### src/hdl/rlh_pkg.sv
// Shared constants, register codes and controller/datapath bundles for the
// read length histogram statistics block. No dependencies.
`default_nettype none

package rlh_pkg;

   // Histogram geometry and counter width
   localparam int LENGTH_BITS = 16;
   localparam int COUNT_WIDTH = 48;
   localparam int BIN_COUNT   = 1 << LENGTH_BITS;

   // Fixed field widths
   localparam int FLAG_W     = 16;
   localparam int LEN_W      = 31;
   localparam int BASE_W     = 56;
   localparam int OUT_CNT_W  = 48;
   localparam int BIN_OUT_W  = 16;
   localparam int PCT_W      = 7;
   localparam int STATUS_W   = 2;
   localparam int CSR_IDX_W  = 2;
   localparam int CSR_DATA_W = 16;

   // Weighted quantile arithmetic: running sum saturates at floor((2^64-1)/100),
   // which needs 58 bits, so sum*100 always fits in 64 bits.
   localparam int          PROD_W  = LENGTH_BITS + COUNT_WIDTH;
   localparam int          CUM_W   = 58;
   localparam logic [63:0] CUM_CAP = 64'd184467440737095516;
   localparam int          TGT_W   = PCT_W + BASE_W;
   localparam int          MCUM_W  = COUNT_WIDTH + LENGTH_BITS;

   // Request opcodes
   localparam logic CMD_ADD    = 1'b0;
   localparam logic CMD_FINISH = 1'b1;

   // Register indexes
   localparam logic [CSR_IDX_W-1:0] CSR_EXCLUDE_MASK = 2'd0;
   localparam logic [CSR_IDX_W-1:0] CSR_QUANT_A_PCT  = 2'd1;
   localparam logic [CSR_IDX_W-1:0] CSR_QUANT_B_PCT  = 2'd2;

   localparam logic [FLAG_W-1:0] EXCLUDE_MASK_RST = 16'h0900;
   localparam logic [PCT_W-1:0]  QUANT_A_PCT_RST  = 7'd50;
   localparam logic [PCT_W-1:0]  QUANT_B_PCT_RST  = 7'd90;

   // Result status codes
   localparam logic [STATUS_W-1:0] STATUS_OK   = 2'd0;
   localparam logic [STATUS_W-1:0] STATUS_NONE = 2'd1;
   localparam logic [STATUS_W-1:0] STATUS_OVER = 2'd2;

   typedef struct packed {
      logic                   add_go;     // add record accepted this cycle
      logic                   prep;       // latch scan targets, clear scan sums
      logic                   q_rd;       // downward quantile read at scan_addr
      logic                   m_rd;       // upward median read at scan_addr
      logic                   mem_clear;  // write zero at scan_addr
      logic                   load_out;   // load result register, clear stats
      logic [LENGTH_BITS-1:0] scan_addr;
   } rlh_cmd_type;

   typedef struct packed {
      logic pipe_busy;
   } rlh_stat_type;

endpackage

`default_nettype wire

### src/hdl/rlh_ctrl.sv
// Sequencer for the read length statistics block: clear sweep, record
// intake, downward quantile scan, upward median/clear scan, report.
// Depends on rlh_pkg.
`default_nettype none

module rlh_ctrl (
   input  wire logic                  clock,
   input  wire logic                  reset,
   input  wire logic                  req_valid,
   input  wire logic                  req_cmd,
   output logic                       req_ready,
   output logic                       rsp_valid,
   input  wire logic                  rsp_ready,
   output rlh_pkg::rlh_cmd_type       cmd,
   input  wire rlh_pkg::rlh_stat_type stat
);
   import rlh_pkg::*;

   typedef enum logic [2:0] {
      ST_CLEAR, ST_RUN, ST_PREP, ST_QSCAN, ST_QDRAIN, ST_MSCAN, ST_MDRAIN, ST_LOAD
   } state_type;

   localparam logic [LENGTH_BITS-1:0] TOP_BIN = '1;

   state_type              state_ff, state_in;
   logic [LENGTH_BITS-1:0] scan_ff, scan_in;
   logic                   rsp_valid_ff, rsp_valid_in;
   logic                   accept;

   assign req_ready = (state_ff == ST_RUN);
   assign accept    = req_valid && req_ready;
   assign rsp_valid = rsp_valid_ff;

   always_comb begin
      state_in       = state_ff;
      scan_in        = scan_ff;
      rsp_valid_in   = rsp_valid_ff && !rsp_ready;
      cmd            = '0;
      cmd.scan_addr  = scan_ff;
      case (state_ff)
         ST_CLEAR: begin
            cmd.mem_clear = 1'b1;
            scan_in       = scan_ff + 1'b1;
            if (scan_ff == TOP_BIN) begin
               state_in = ST_RUN;
            end
         end
         ST_RUN: begin
            if (accept) begin
               if (req_cmd == CMD_FINISH) begin
                  state_in = ST_PREP;
               end else begin
                  cmd.add_go = 1'b1;
               end
            end
         end
         ST_PREP: begin
            cmd.prep = 1'b1;
            scan_in  = TOP_BIN;
            state_in = ST_QSCAN;
         end
         ST_QSCAN: begin
            cmd.q_rd = 1'b1;
            scan_in  = scan_ff - 1'b1;
            if (scan_ff == '0) begin
               state_in = ST_QDRAIN;
            end
         end
         ST_QDRAIN: begin
            if (!stat.pipe_busy) begin
               scan_in  = '0;
               state_in = ST_MSCAN;
            end
         end
         ST_MSCAN: begin
            // median pass also zeroes each bin right after reading it
            cmd.m_rd      = 1'b1;
            cmd.mem_clear = 1'b1;
            scan_in       = scan_ff + 1'b1;
            if (scan_ff == TOP_BIN) begin
               state_in = ST_MDRAIN;
            end
         end
         ST_MDRAIN: begin
            if (!stat.pipe_busy) begin
               state_in = ST_LOAD;
            end
         end
         ST_LOAD: begin
            if (!rsp_valid_ff || rsp_ready) begin
               cmd.load_out = 1'b1;
               rsp_valid_in = 1'b1;
               state_in     = ST_RUN;
            end
         end
         default: begin
            state_in = ST_RUN;
         end
      endcase
   end

   always_ff @(posedge clock) begin
      if (reset) begin
         state_ff     <= ST_CLEAR;
         scan_ff      <= '0;
         rsp_valid_ff <= 1'b0;
      end else begin
         state_ff     <= state_in;
         scan_ff      <= scan_in;
         rsp_valid_ff <= rsp_valid_in;
      end
   end
endmodule

`default_nettype wire

### config.mk
export PLATFORM = sky130hd
export DESIGN_NAME = rlh_ctrl
export DESIGN_NICKNAME = d
export VERILOG_FILES = /design/src/hdl/rlh_pkg.sv /design/src/hdl/rlh_ctrl.sv
export SDC_FILE = /design/constraint.sdc
export NUM_CORES = 1
export LEC_CHECK = 0
export ABC_AREA = 1
export ABC_CLOCK_PERIOD_IN_PS = 4500
export BUFFER_PORTS_ARGS = -buffer_cell sky130_fd_sc_hd__buf_2
export CAP_MARGIN = 25
export CORE_MARGIN = 5
export CORE_UTILIZATION = 62
export DETAILED_ROUTE_END_ITERATION = 8
export PLACE_DENSITY = 0.86
export SYNTH_ARGS = -nofsm -noshare
export SYNTH_HDL_FRONTEND = slang
export SYNTH_SLANG_ARGS = --single-unit
### constraint.sdc
create_clock -name clock -period 4.5 [get_ports clock]
set_clock_uncertainty 0.15 [all_clocks]
set_input_delay 0.45 -clock clock [delete_from_list [all_inputs] [get_ports clock]]
set_output_delay 0.45 -clock clock [all_outputs]
set_load 0.01 [all_outputs]
==> impl_results.md <==
- Pin count of the biggest net entering global routing: 20
- Fin crit period: 2750 ps
- HPWL after DPL: approximately 3700 um
- Clk root buf: clkbuf_4
- Post-Synth XOR/XNOR Area: 0%
- Fin cells: ~400
- Crit share post-route: roughly three fifths
- Share of layout cells above drive strength 1: between 15 and 20%
- Post-synth top area share: around a fifth
- Post-CTS Resized: 0
- Leading area contributor after synthesis: dfxtp_1
- Cells after Synth: roughly 330
- Via count: roughly 2100
- Residual DRC count: 0
- Crit-path max FO: 16
- Port bufs: 29
- RSZ-0062 raised after global routing: false
- Setup CP Type: reg -> reg
- Met3 usage: ~3.4%
- Met2 Use GR: about two fifths
- Internal reg-to-reg setup slack: ~1700 ps
- Clk Latency, worst-skew pair: between 300 and 400 ps
- CP Launch Type: flip-flop
- Grt peak-use layer: met2
- Core Region: 0.00303 mm^2
- Reg2reg start: state_ff[2]$_SDFFE_PP0P_
- Clock-pin slew on the worst setup and hold paths: 120 ps
- Total Routing Usage GR: about a quarter
- Slew Limit Fails: 0
- Drt first pass iters: 4
- Met1 Use GR: 33.3%
- Fin nets: between 300 and 400
- Die width: between 60 and 70 um
- ANT nets after route: 0
- Post-synth EDFFs: 0
- Worst hold margin: approximately 140 ps
- Detailed Route Iter0 Violations: 104
- Ys async rst share: 0%
- Post-CTS setup buffers: 0
- Inserted Diodes: 0
- Number of synthesis warnings: 0
- Hold Path Sink: rsp_valid$_SDFF_PP0_
- Synth Area in Simple Gates: about two fifths
- R2R depth: 13
- Synth Net Count: ~350
- Row count: 20
- Dominant synthesized flop cell: dfxtp_1
- RR Endpoint: scan_ff[13]$_SDFFE_PP0P_
- Drt wl/cell: 11.9 um
- Die area: between 0.004 and 0.005 mm^2
- I/O pin cnt: 30
- First-pass GRT wire length: around 8300 um
- WP data required: between 4000 and 5000 ps
- Placed Cells: between 300 and 400
- Hold path cells: 2
- Endpoint class of the critical path: flip-flop
- Placer Congestion: ~0.97
- Vias per cell: 5.29
- Hold/Removal Path Class: in -> reg
- Final setup fails: 0
- Syn_area_per_cell: approximately 6 um^2
- Fmax: approximately 360 MHz
- Most frequent cells in the layout: nand2_1, inv_1, buf_2
- Die height: 66.2 um
- Vias in the first global route: between 1500 and 2000
- Sequential fraction of the synthesis area: 20.5%
- Inserted Clock Buffers: 3
- Slew headroom: 63.8%
- Total gr overflow: 0
- Post-Syn Area: 0.00196 mm^2
- Max_cap viols: 0
- Post-synthesis mux area share: 0%
- Slew @ Worst Pin: between 500 and 600 ps
- CTS H-tree depth: 1
- Area Overhead vs Synth: 9.21%
- CTS tree: yes
- Initial antenna violation count: 0
- Outcome: finished, final reports clean
- Largest family of logic cells by synthesized area: simple AND/OR/NAND/NOR gates
- #FFs+latches synth: 20
- Synth cell types: 29
- Data arrival, critical path: about 2900 ps
- Fin. Hold Viols: 0
- Post-synthesis adder-cell area fraction: approximately 10%
- Initial Util: roughly 65%
- Compound-Gate Fraction of Synth Area: between 10% and 20%
- Routed wire length: ~4700 um
- Largest cells by area after synthesis: dfxtp_1, nand2_1, inv_1
- CTS Sinks: 20
- Commonest non-fill, non-tap cell in the layout: nand2_1
- Post-CTS Hold Fix Bufs: 0
- Max clock buf depth: 2
- TNS Setup: 0 ps
- Beginning of the worst hold path: reset
[layer usage]
| metal | part of all wire [%] | vias up |
|---|---|---|
| met5 | 0 | - |
| met4 | 1.6 | 0 |
| met3 | 5.0 | 10 |
| met2 | 45 | 56 |
| met1 | 49 | 946 |
| li1 | - | 1100 |
[logic make-up (layout without fill, tap and decap cells)]
kind of cell               Yosys count  after routing
and+or+nand+nor                    183            183
buffers and inverters               61             88
AOI/OAI and AO/OA                   49             49
DFF                                 20             20
adders and majority gates           15             15
[metrics by stage]
stage,setup WS [ps],area (um^2),util [%]
floorplan,2060,1960,-
global placement,1850,2110,69.8
detailed placement,1790,2110,69.8
CTS,1760,2140,70.5
global route,1500,2140,70.5
finish,1750,2140,70.5
[final cells by class]
type / instances / area (um^2)
Tap cell: 44 / 55.1
Fill cell: 292 / 892
Clock buffer: 3 / 22.5
Inverter: 56 / 215
Sequential cell: 20 / 400
Timing Repair Buffer: 29 / 145
Multi-Input combinational cell: 247 / 1300
[registers in the layout, indices dropped and copies added, names as in the netlist]
name and cells:
rsp_valid 1, scan_ff 16, state_ff 3
[worst max-delay path by stage]
stage                              from                       end  slack, ps
3_5_place_dp   state_ff[2]$_SDFFE_PP0P_   scan_ff[4]$_SDFFE_PP0P_       1790
4_1_cts        state_ff[2]$_SDFFE_PP0P_   scan_ff[4]$_SDFFE_PP0P_       1760
2_1_floorplan  state_ff[2]$_SDFFE_PP0P_   scan_ff[4]$_SDFFE_PP0P_       2060
5_1_grt        state_ff[2]$_SDFFE_PP0P_  scan_ff[14]$_SDFFE_PP0P_       1500
3_3_place_gp   state_ff[2]$_SDFFE_PP0P_  scan_ff[13]$_SDFFE_PP0P_       1850
6_report       state_ff[2]$_SDFFE_PP0P_  scan_ff[13]$_SDFFE_PP0P_       1750
[worst max-delay path: stages, from the launching register on]
cell,delay (ps)
dfxtp_1,560
inv_4,70
nand2_1,90
nand2_2,90
inv_1,420
ha_1,350
or2_2,300
nand3_1,100
nand2_1,130
nand2_1,130
nand2_1,60
nand2_1,60
nand3_1,80
a21oi_2,120
[synth_stat cells (2+ instances only)]
cell and instances:
a21oi_1 16, a21oi_2 10, and2_1 2, buf_2 3, dfxtp_1 20, ha_1 14, inv_1 52, inv_2 2
inv_4 2, nand2_1 104, nand2_2 2, nand3_1 25, nand3b_1 2, nand4_1 6, nor2_1 26, nor2_4 3
nor3_1 5, o211ai_1 3, o21ai_0 17, o21ai_1 2, or2_2 4
Power is left out: the tool's default activity adds up to more than one toggle a clock period on the data nets, which glitch-free logic cannot reach.
